`config.mk`:
```
export PLATFORM = sky130hd
export DESIGN_NAME = triplet_two_of_three_coincidence
export DESIGN_NICKNAME = d
export VERILOG_FILES = /design/src/hdl/t2o3_pkg.sv /design/src/hdl/t2o3_coinc_row.sv /design/src/hdl/t2o3_section_enc.sv /design/src/hdl/triplet_two_of_three_coincidence.sv
export SDC_FILE = /design/constraint.sdc
export NUM_CORES = 1
export LEC_CHECK = 0
export BUFFER_PORTS_ARGS = -buffer_cell sky130_fd_sc_hd__buf_4
export CAP_MARGIN = 20
export CORE_ASPECT_RATIO = 1.4
export CORE_UTILIZATION = 45
export CTS_BUF_LIST = sky130_fd_sc_hd__clkbuf_16
export CTS_CLUSTER_DIAMETER = 30
export DETAILED_ROUTE_END_ITERATION = 8
export PLACE_DENSITY = 0.67
export SLEW_MARGIN = 10
export SYNTH_ARGS = -nofsm -noshare
export SYNTH_HDL_FRONTEND = slang
export SYNTH_SLANG_ARGS = --single-unit
```
`constraint.sdc`:
```
create_clock -name clk -period 3.9 [get_ports clk]
set_input_delay 0.39 -clock clk [delete_from_list [all_inputs] [get_ports clk]]
set_output_delay 0.39 -clock clk [all_outputs]
set_load 0.02 [all_outputs]
```
`src/hdl/t2o3_pkg.sv`:
```
// Shared types and constants for the triplet two-out-of-three coincidence block.
`default_nettype none

package t2o3_pkg;

	// Fixed field widths of the transfer payloads.
	localparam int LAYER_BITS = 36;
	localparam int HALF_BITS  = 50;
	localparam int POS_BITS   = 5;

	// Widest coincidence row that the result halves and sections may see.
	localparam int MAX_ROW = 192;

	// Default geometry of the triplet.
	localparam int DEF_LAYER_CHANNELS = 36;
	localparam int DEF_COINC_CHANNELS = 100;
	localparam int DEF_EDGE_SKIP      = 2;
	localparam int DEF_SECTION_COUNT  = 3;

	// Number of section outputs carried in the result.
	localparam int SECTION_SLOTS = 3;

	// Width of the window of interleaved bits behind one coincidence channel.
	localparam int WINDOW_SPAN = 8;

	typedef struct packed {
		logic [LAYER_BITS-1:0] layer0_hits;
		logic [LAYER_BITS-1:0] layer1_hits;
		logic [LAYER_BITS-1:0] layer2_hits;
	} hits_t;

	typedef struct packed {
		logic [HALF_BITS-1:0] coinc_lower;
		logic [HALF_BITS-1:0] coinc_upper;
		logic                 hit_a;
		logic [POS_BITS-1:0]  pos_a;
		logic                 hit_b;
		logic [POS_BITS-1:0]  pos_b;
		logic                 hit_c;
		logic [POS_BITS-1:0]  pos_c;
	} result_t;

endpackage

`default_nettype wire

```
`src/hdl/t2o3_coinc_row.sv`:
```
// Interleaves the three layer words and forms the two-out-of-three coincidence row.
`default_nettype none

module t2o3_coinc_row #(
	parameter int LAYER_CHANNELS = t2o3_pkg::DEF_LAYER_CHANNELS,
	parameter int COINC_CHANNELS = t2o3_pkg::DEF_COINC_CHANNELS
) (
	input  wire t2o3_pkg::hits_t      hits,
	output logic [COINC_CHANNELS-1:0] coinc
);
	import t2o3_pkg::*;

	localparam int UNITS = (LAYER_CHANNELS > 64) ? 64 : LAYER_CHANNELS;
	localparam int TOTAL = 3 * UNITS;

	logic [TOTAL-1:0] ilv;

	// Interleave channel by channel; channels beyond the field width read as zero.
	for (genvar g = 0; g < UNITS; g++) begin : g_ilv
		if (g < LAYER_BITS) begin : g_live
			assign ilv[3*g]   = hits.layer0_hits[g];
			assign ilv[3*g+1] = hits.layer1_hits[g];
			assign ilv[3*g+2] = hits.layer2_hits[g];
		end else begin : g_dead
			assign ilv[3*g +: 3] = 3'b000;
		end
	end

	// Each channel looks at interleaved positions i+1 to i+7; the row tail has no full window.
	for (genvar g = 0; g < COINC_CHANNELS; g++) begin : g_coinc
		if (g < TOTAL - WINDOW_SPAN) begin : g_win
			logic b1, b2, b3, b4, b5, b6, b7;
			assign b1 = ilv[g+1];
			assign b2 = ilv[g+2];
			assign b3 = ilv[g+3];
			assign b4 = ilv[g+4];
			assign b5 = ilv[g+5];
			assign b6 = ilv[g+6];
			assign b7 = ilv[g+7];
			assign coinc[g] = (b3 & b5 & ~b1 & ~b7) |
			                  (b3 & b4 & ~b2) |
			                  (b4 & b5 & ~b6) |
			                  (b2 & b4 & b6 & ~b1 & ~b3 & ~b5 & ~b7);
		end else begin : g_tail
			assign coinc[g] = 1'b0;
		end
	end

endmodule

`default_nettype wire

```
`src/hdl/t2o3_section_enc.sv`:
```
// Hit flag and lowest set channel offset for one section of the coincidence row.
`default_nettype none

module t2o3_section_enc #(
	parameter int COINC_CHANNELS = t2o3_pkg::DEF_COINC_CHANNELS,
	parameter int START          = 0,
	parameter int SEC_LEN        = 1
) (
	input  wire [COINC_CHANNELS-1:0]       coinc,
	output logic                           hit,
	output logic [t2o3_pkg::POS_BITS-1:0]  pos
);
	import t2o3_pkg::*;

	logic [SEC_LEN-1:0] slice;

	assign slice = coinc[START +: SEC_LEN];
	assign hit   = |slice;

	// Priority pick: scanning down lets the lowest set channel win.
	always_comb begin
		pos = '0;
		for (int j = SEC_LEN - 1; j >= 0; j--) begin
			if (slice[j]) begin
				pos = POS_BITS'(j);
			end
		end
	end

endmodule

`default_nettype wire

```
`src/hdl/triplet_two_of_three_coincidence.sv`:
```
// Top level: input register, coincidence row and section encoders, result register.
// done is driven by the result stage flag valid_s2, which is loaded from the input stage flag valid_s1.
// Throughput: one transfer per clock cycle; busy is always low, the pipeline never stalls.
// The rate is set by the single pass of coincidence logic between the two register stages.
// Reset (arst_n low) clears the stage valid flags at once; payload registers are not reset.
`default_nettype none

module triplet_two_of_three_coincidence #(
	parameter int LAYER_CHANNELS = t2o3_pkg::DEF_LAYER_CHANNELS,
	parameter int COINC_CHANNELS = t2o3_pkg::DEF_COINC_CHANNELS,
	parameter int EDGE_SKIP      = t2o3_pkg::DEF_EDGE_SKIP,
	parameter int SECTION_COUNT  = t2o3_pkg::DEF_SECTION_COUNT
) (
	input  wire                 clk,
	input  wire                 arst_n,
	input  wire                 start,
	output logic                busy,
	input  wire t2o3_pkg::hits_t hits,
	output logic                done,
	output t2o3_pkg::result_t   result
);
	import t2o3_pkg::*;

	localparam int SPAN    = COINC_CHANNELS - 2 * EDGE_SKIP;
	localparam int SEC_LEN = (SPAN < 0 || SECTION_COUNT <= 0) ? 0 : SPAN / SECTION_COUNT;

	logic                      valid_s1;
	hits_t                     hits_s1;
	logic                      valid_s2;
	result_t                   res_s2;
	logic [COINC_CHANNELS-1:0] coinc;
	logic [MAX_ROW-1:0]        row_ext;
	logic [SECTION_SLOTS-1:0]  sec_hit;
	logic [POS_BITS-1:0]       sec_pos [SECTION_SLOTS];
	result_t                   res_next;
	logic                      take;

	// The pipeline never stalls, so every start is a transfer.
	assign busy = 1'b0;
	assign take = start & ~busy;

	// Input stage control.
	always_ff @(posedge clk or negedge arst_n) begin
		if (!arst_n) begin
			valid_s1 <= 1'b0;
			valid_s2 <= 1'b0;
		end else begin
			valid_s1 <= take;
			valid_s2 <= valid_s1;
		end
	end

	// Input stage payload.
	always_ff @(posedge clk) begin
		if (take) begin
			hits_s1 <= hits;
		end
	end

	t2o3_coinc_row #(
		.LAYER_CHANNELS (LAYER_CHANNELS),
		.COINC_CHANNELS (COINC_CHANNELS)
	) u_row (
		.hits  (hits_s1),
		.coinc (coinc)
	);

	// Sections that exist get an encoder; the others report no hit.
	for (genvar s = 0; s < SECTION_SLOTS; s++) begin : g_sec
		if (s < SECTION_COUNT && SEC_LEN > 0) begin : g_live
			t2o3_section_enc #(
				.COINC_CHANNELS (COINC_CHANNELS),
				.START          (EDGE_SKIP + s * SEC_LEN),
				.SEC_LEN        (SEC_LEN)
			) u_enc (
				.coinc (coinc),
				.hit   (sec_hit[s]),
				.pos   (sec_pos[s])
			);
		end else begin : g_idle
			assign sec_hit[s] = 1'b0;
			assign sec_pos[s] = '0;
		end
	end

	// Pad the row so both halves are defined for any channel count up to MAX_ROW.
	assign row_ext = {{(MAX_ROW - COINC_CHANNELS){1'b0}}, coinc};

	always_comb begin
		res_next.coinc_lower = row_ext[HALF_BITS-1:0];
		res_next.coinc_upper = row_ext[2*HALF_BITS-1:HALF_BITS];
		res_next.hit_a       = sec_hit[0];
		res_next.pos_a       = sec_pos[0];
		res_next.hit_b       = sec_hit[1];
		res_next.pos_b       = sec_pos[1];
		res_next.hit_c       = sec_hit[2];
		res_next.pos_c       = sec_pos[2];
	end

	// Result stage payload.
	always_ff @(posedge clk) begin
		if (valid_s1) begin
			res_s2 <= res_next;
		end
	end

	assign done   = valid_s2;
	assign result = res_s2;

`ifndef ASSERT_OFF
	// A result is shown only for a matching transfer taken earlier.
	a_done_follows_start: assert property (@(posedge clk) disable iff (!arst_n)
		done |-> $past(take, 2))
		else $error("done without a matching transfer");

	// Every transfer reaches the result stage.
	a_start_gives_done: assert property (@(posedge clk) disable iff (!arst_n)
		take |=> ##1 done)
		else $error("transfer lost in the pipeline");

	// A section without a hit reports offset zero.
	a_pos_a_zero: assert property (@(posedge clk) disable iff (!arst_n)
		(done && !result.hit_a) |-> (result.pos_a == '0))
		else $error("section a offset set without hit");

	a_pos_b_zero: assert property (@(posedge clk) disable iff (!arst_n)
		(done && !result.hit_b) |-> (result.pos_b == '0))
		else $error("section b offset set without hit");

	a_pos_c_zero: assert property (@(posedge clk) disable iff (!arst_n)
		(done && !result.hit_c) |-> (result.pos_c == '0))
		else $error("section c offset set without hit");
`endif

endmodule

`default_nettype wire
```
# Word-level counts from Yosys, hierarchy flattened
# Index checks and enable logic that the tools add are counted.
word_totals:
  output_inout_bits: 120
  input_bits: 111
  ff_bits: 227
classes:
  n_mux: 93
  n_bitwise: 1508
  reduce_logical: 15
op_table:
  columns: ["op", "n"]
  rows:
  - ["bitwise AND 1 bit", 1102]
  - ["OR 1 bit", 300]
  - ["two-way mux 5 bit", 48]
  - ["inverter 1 bit", 106]
  - ["two-way mux 4 bit", 24]
  - ["OR reduction 32 bit", 3]
  - ["OR reduction 16 bit", 3]
  - ["two-way mux 3 bit", 12]
  - ["OR reduction 8 bit", 3]
  - ["two-way mux 2 bit", 6]
  - ["OR reduction 4 bit", 3]
  - ["OR reduction 2 bit", 3]
  - ["two-way mux 1 bit", 3]

# Depth between registers and ports, before layout
# Gate-level depths: netlist of the first run.
depth:
  depth_word: 38
  mapped_depth: 10

# Cells and area by module
# A second synthesis of the first run with hierarchy kept.
hier_totals:
  cells_unflattened: 1135
  hier_area_um2: 12458.2
by_module_without_submodules:
  columns: ["mod", "seq_area_each_um2", "n_inst", "cells_per_inst", "area_each_um2"]
  rows:
  - ["triplet_two_of_three_coincidence", 6836.6, 1, 230, 6847.8]
  - ["t2o3_coinc_row", 0.0, 1, 710, 4454.3]
  - ["t2o3_section_enc", 0.0, 3, 65, 385.4]

# Worst setup path after synthesis of the first run
# No wires, ideal clock.
synth_timing:
  path_kind: "reg-to-reg"
  startpoint: "reg valid_s1"
  endpoint: "reg res_s2, in the netlist result[0] (enable)"
  setup_slack_ps: 728
  arrival_ps: 2694
  t_required_ps: 3423
  path_stages_with_launch: 1
  n_path_buf: 0
  synth_period_minus_slack_ps: 3172
  path_cell_list: "dfrtp_1"
synth_rtl:
  columns: ["item", "line_no", "rtl"]
  rows:
  - ["start: declaration", "triplet_two_of_three_coincidence.sv:27", "logic valid_s1;"]
  - ["start signal: assignment", "triplet_two_of_three_coincidence.sv:48", "valid_s1 <= take;"]
  - ["end signal: assignment", "triplet_two_of_three_coincidence.sv:103", "res_s2 <= res_next;"]
  - ["end: declaration", "triplet_two_of_three_coincidence.sv:30", "result_t res_s2;"]
# No word-level cell between the ends.

# Worst setup path in the final report of the first run
layout_timing:
  startpoint: "reg hits_s1[9] (netlist name)"
  endpoint: "reg res_s2, in the netlist result[13], data pin"
layout_via:
  elab_cells_between_ends: 88
layout_rtl:
  columns: ["item", "line_no", "rtl"]
  rows:
  - ["start: declaration", "triplet_two_of_three_coincidence.sv:28", "hits_t hits_s1;"]
  - ["start signal: assignment", "triplet_two_of_three_coincidence.sv:56", "hits_s1 <= hits;"]
  - ["bitwise AND 1 bit (5 in series)", "t2o3_coinc_row.sv:43", "(b2 & b4 & b6 & ~b1 & ~b3 & ~b5 & ~b7);"]
  - ["OR 1 bit (*)", "t2o3_coinc_row.sv:42", "(b4 & b5 & ~b6) |"]
  - ["net coinc[23]", "triplet_two_of_three_coincidence.sv:31", "logic [COINC_CHANNELS-1:0] coinc;"]
  - ["two-way mux 5 bit (*) (6 in series)", "t2o3_section_enc.sv:24", "if (slice[j]) begin"]
  - ["two-way mux 4 bit (*) (8 in series)", "t2o3_section_enc.sv:24", null]
  - ["two-way mux 3 bit (*) (4 in series)", "t2o3_section_enc.sv:24", null]
  - ["two-way mux 2 bit (*) (2 in series)", "t2o3_section_enc.sv:24", null]
# The timed path passes the listed nets; every way through them passes the cells marked *.
# A chain may end at the register's enable or synchronous reset.

==> results of run 1 <==
-- logic make-up after synthesis --
group | share of synthesized area
DFF | 0.547
AOI/OAI and AO/OA | 0.207
buffers and inverters | 0.0597
and+or+nand+nor | 0.186
other | 0.000303
-- layout by cell type (no fill, tap or decap), types with 9 or more instances in the layout --
cell type and count:
buf_4 231, edfxtp_1 224, inv_1 108, nand2_1 78, nor2_1 77, o21ai_0 69
nand2b_1 55, nor2b_1 48, o32ai_1 37, clkbuf_16 37, a21oi_1 33, a22o_1 29
or3b_2 23, a32o_1 20, nand3_1 20, o41ai_1 19, nor3_1 19, nor3b_1 19
nor4_1 16, o221ai_1 13, a31oi_1 12, a22oi_1 10, o22ai_1 9, o21bai_1 9
-- where the power goes --
| group | leakage, nW | internal, W | switching (W) |
|---|---|---|---|
| Clock | 0.589 | 0.00191 | 0.00119 |
| Sequential | 2.20 | 0.00298 | 0.000282 |
| Combinational | 3.23 | 0.000617 | 0.000799 |
-- layer usage --
metal  part of all wire  vias up  global-route usage
li1                   -     4861                   -
met1               0.39     4895               0.265
met2               0.49      438               0.394
met3              0.083       76              0.0566
met4              0.036        0              0.0976
met5                  0        -                   0
-- layout make-up --
cell class | instances | area [um^2]
clock buffers | 37 | 926
repair buffers | 232 | 1740
well taps | 365 | 457
clock inverters | 27 | 260
flip-flops and latches | 226 | 6780
inverters | 106 | 398
multi-input cells | 757 | 4870
fillers | 2372 | 11600
-- state kept, by name, indices dropped and copies added (netlist names) --
| name | count |
|---|---|
| valid_s1 | 1 |
| result | 118 |
| hits_s1 | 106 |
| done | 1 |
-- per-stage QoR --
| step | setup slack (ps) | cell area [um^2] |
|---|---|---|
| detailed placement | 1220 | 14200 |
| CTS | 1180 | 15400 |
| finish | 1150 | 15400 |
| floorplan | 728 | 12400 |
| global route | 887 | 15400 |
| global placement | 1220 | 14200 |
-- how the worst max path moves through the flow --
stage / from / to / slack [ps] / cells past startpoint
6_report: hits_s1[9] / result[13] / 1150 / 8
5_1_grt: hits_s1[9] / result[13] / 890 / 8
4_1_cts: hits_s1[9] / result[13] / 1180 / 8
3_5_place_dp: hits_s1[58] / result[6] / 1220 / 8
3_3_place_gp: hits_s1[9] / result[13] / 1220 / 8
2_1_floorplan: valid_s1 / result[0] / 730 / 0
==> impl_metrics.yaml, run 1 <==
clocking:
  cts-hold-fix-buffers: 1
  clock-sinks: 226
  clk_path_buf_depth: 3
  clk_latency_ps: 520
  clkTransAtPathRegs_ps: 60
  cts_resized: 0
  htree_levels: 2
  cts_made_buffers: 36
  cts_setup_buffers: 0
  cts_tree: "built"
  root_buffer: "clkbuf_16"
critical_path:
  crit_slowest_cell: "o311ai_0"
  path_max_fanout: 10
  crit_type: "flop to flop"
  cp-end-kind: "flop"
  cp-start-kind: "flop"
  reg2reg_slack_ps: 1150
  r2r_end: "result[13]"
  cpPeakStageDelay_ps: 770
  path_cells: "nor2b_1, nand2_1, o311ai_0, nor2_1, o21ai_0, a21boi_0, o2111ai_1, a31oi_1"
  reg2reg_depth: 8
  arrival_ps: 3010
  crit_required_ps: 4160
  path_buf_inv: 0
  reg2reg_from: "hits_s1[9]"
  crit_family: "compound AO/OA/AOI/OAI gates"
synthesis:
  ys_warn_count: 0
  synth_area_leaders: "edfxtp_1 (54%), inv_1 (3.2%), o21ai_0 (2.8%)"
  seq_area_frac_synth: 0.547
  syn_avg_cell_area_um2: 10.6
  async_flop_share: 0.00885
  synthCells: 1169
  synth_top_area_cell: "edfxtp_1"
  synthFlopType: "edfxtp_1"
  synth.most_common_cell: "edfxtp_1"
  synth_edf_count: 224
  synth_cell_types: 80
  syn_area_um2: 12400
  yosys-top-cells-count: "edfxtp_1 (224), inv_1 (106), nand2_1 (78)"
  synth_top_area_share: 0.543
  synth_fp_nets: 1280
  ys_seq_elements: 226
floorplan:
  initial_core_util: 0.459
  fp.dieH_um: 198
  dieWidth_um: 142
  die_area_um2: 28200
  rows: 71
  io_pins: 231
  core_area_um2: 27000
final_layout:
  drive_above_1_share: 0.243
  syn2layout_area_growth_pct: 24.6
  utilization: 0.572
  finalNonFillerCells: 1750
  diodes: 0
  finalNetCount: 1470
grt:
  track_usage: 0.227
  overflow: 0
  grt_pass1_wl_um: 50300
  grt_max_degree: 65
  grt_pass1_vias: 9897
  antenna_found_initial: 0
min_path:
  hold_end: "hits_s1[87]"
  min_from: "hits[87]"
  hold_class: "input pin to flop"
  holdPathStages: 1
sta:
  worst_slew_pin_slew_ps: 1070
  slew_headroom: 0.279
  setup_violations: 0
  hold-worst-slack_ps: 40.5
  hold_violations: 0
  min_period_over_period: 0.706
  period_minus_slack_ps: 2750
  max_freq_ghz: 0.363
  rsz0062_at_grt: "false"
  fin_skew_ps: 16.8
  fin_setup_tns_ps: 0
  finalMaxSlewViolations: 0
route:
  drt-total-wl_um: 31900
  dr.pass1.iters: 5
  routedWlPerCell_um: 18.2
  dr_total_vias: 10300
  drc: 0
  vias_per_cell: 5.87
  drt_iter0_markers: 634
  drtAntennaViolNets: 0
power:
  vdd.ir_drop.worst_mv: 0.398
  power_w: 0.00778
  leakage_nw: 6.02
  p_per_area_nw_per_um2: 504
place:
  gp_congestion: 0.869
  dp.cells: 1685
  place_hpwl_um: 22800
  port_buffers: 227
flow_run:
  cap_violations: 0
status:
  outcome: "complete, no violations"
No activity file was read; power rests on OpenSTA's default activity.
==> inputs of run 2 (changes only) <==
--- a/config.mk
+++ b/config.mk
@@ -12,7 +12,7 @@
 export CTS_BUF_LIST = sky130_fd_sc_hd__clkbuf_16
 export CTS_CLUSTER_DIAMETER = 30
 export DETAILED_ROUTE_END_ITERATION = 8
-export PLACE_DENSITY = 0.67
+export PLACE_DENSITY = 0.69
 export SLEW_MARGIN = 10
 export SYNTH_ARGS = -nofsm -noshare
 export SYNTH_HDL_FRONTEND = slang
==> constraint.sdc (replaced) <==
create_clock -name clk -period 2.2 [get_ports clk]
set_input_delay 0.22 -clock clk [delete_from_list [all_inputs] [get_ports clk]]
set_output_delay 0.22 -clock clk [all_outputs]
set_load 0.02 [all_outputs]
==> run 2 against run 1 <==
  * The flow now finishes with violations (setup timing)
  * Combinational power increased to 3.1 times the previous value
  * Design area increased by 34%
  * Largest power group is now clock
  * Flip-flop and latch count unchanged
  * Critical path type unchanged
  * Register-to-register slack got worse by 1400 ps
  * Non-clock buffer count grew 507
  * Largest cell class unchanged
==> impl_metrics.yaml, run 2 (same netlist as run 1, synthesis figures left out) <==
final_layout:
  drive_above_1_share: 0.462
  finalNetCount: 1981
  fin_area_um2: 20600
  fill_cells: 1693
  layout_common_cells: "buf_4 (604), edfxtp_1 (224), dlygate4sd3_1 (107)"
  utilization: 0.764
  largest_reg_flops: 118
  final_common_cell: "buf_4"
  syn2layout_area_growth_pct: 66.6
route:
  routedWlPerCell_um: 19.5
  drc: 0
  drt_iter0_markers: 1001
  drt-total-wl_um: 44200
  vias_per_cell: 5.67
  dr.pass1.iters: 6
  dr_total_vias: 12900
  drtAntennaViolNets: 0
sta:
  hold_violations: 0
  rsz0062_at_grt: "true"
  fin_setup_tns_ps: -2370
  hold-worst-slack_ps: 35.3
  slew_headroom: 0.584
  finalMaxSlewViolations: 0
  fin_skew_ps: 20.1
  worst_slew_pin_slew_ps: 618
  max_freq_ghz: 0.411
  min_period_over_period: 1.11
  fin_ws_ps: -232
  period_minus_slack_ps: 2430
  setup_violations: 17
critical_path:
  startpoint: "hits_s1[84]"
  cp-start-kind: "flop"
  arrival_ps: 2810
  reg2reg_from: "hits_s1[84]"
  crit_type: "flop to flop"
  cp-end-kind: "flop"
  crit_required_ps: 2580
  path_max_fanout: 6
clocking:
  clock-sinks: 226
  cts_tree: "built"
  clk_latency_ps: 540
  clk_path_buf_depth: 3
  root_buffer: "clkbuf_16"
  htree_levels: 2
  clkTransAtPathRegs_ps: 50
  cts_made_buffers: 40
flow_run:
  cap_violations: 0
grt:
  antenna_found_initial: 1
  grt_pass1_vias: 13000
  track_usage: 0.300
  grt_pass1_wl_um: 66100
  overflow: 0
  grt_max_degree: 48
place:
  port_buffers: 227
  place_area_um2: 16800
  gp_congestion: 0.984
  post-place-ws_ps: -241
  place_hpwl_um: 27700
floorplan:
  core_area_um2: 27000
  fp.dieH_um: 198
  rows: 71
  dieWidth_um: 142
  die_area_um2: 28200
  initial_core_util: 0.459
  io_pins: 231
power:
  leakage_nw: 8.76
  p_per_area_nw_per_um2: 789
  vdd.ir_drop.worst_mv: 0.696
status:
  outcome: "finished with violations"
  violations: "setup timing"
min_path:
  hold_class: "input pin to async pin"
==> run 2: metrics by stage <==
| step | total power (W) | cells |
|---|---|---|
| final | 0.0163 | 2268 |
| after floorplan | 0.00735 | 1169 |
| after CTS | 0.0159 | 2241 |
| after global routing | 0.0168 | 2267 |
| after global placement | 0.00919 | 2019 |
| after detailed placement | 0.00923 | 2019 |
==> run 2: repair_timing <==
| action | CTS | global route |
|---|---|---|
| pin swaps | 59 | 47 |
| hold buffers | 107 | 0 |
| endpoints found under the hold margin | 108 | 0 |
| resized for setup | 124 | 107 |
| setup buffers | 45 | 27 |
| endpoints found under the setup margin | 18 | 18 |
==> run 2: per-layer routing <==
layer  up-vias  GRT usage  share of wire
met4         0      0.139          0.043
met5         -          0              0
li1       5885          -              -
met2       636      0.569           0.54
met1      6201      0.319           0.35
met3       145     0.0527          0.064
==> run 2: path summary, 6_finish.rpt <==
kind,slack [ps],endpoint,depth (start not counted)
worst min-delay path,40,valid_s1,2
worst min register to register,710,result[69],1
worst max register to register,-230,result[12],9
worst max-delay path,-230,result[12],9
max in group asynchronous,2060,valid_s1,2
min in group clk,100,hits_s1[70],1
==> run 2: where the power goes <==
part | switching (W) | internal [W] | leakage, nW
Clock | 0.00221 | 0.00400 | 0.657
Sequential | 0.000324 | 0.00528 | 2.20
Combinational | 0.00224 | 0.00222 | 5.91
Total | 0.00478 | 0.0115 | 8.76
==> run 2: area by class of cell <==
cell class                      count  area, um^2  area share
Antenna cell                        1        2.50    0.000121
Tap cell                          365         457      0.0221
Clock inverter                     33         322      0.0156
Sequential cell                   226        6780       0.329
Timing Repair Buffer              739        5960       0.289
Clock buffer                       41        1030      0.0497
Inverter                          106         407      0.0197
Multi-Input combinational cell    757        5690       0.276
==> run 2: worst max-delay path: stages (launching register included) <==
cell and delay (ps):
edfxtp_1 410, buf_6 150, or4b_4 530, o21ai_2 140, a22o_1 200, a31oi_1 60, o21bai_1 160, a31oi_1 120
o41a_1 420, o22ai_2 100
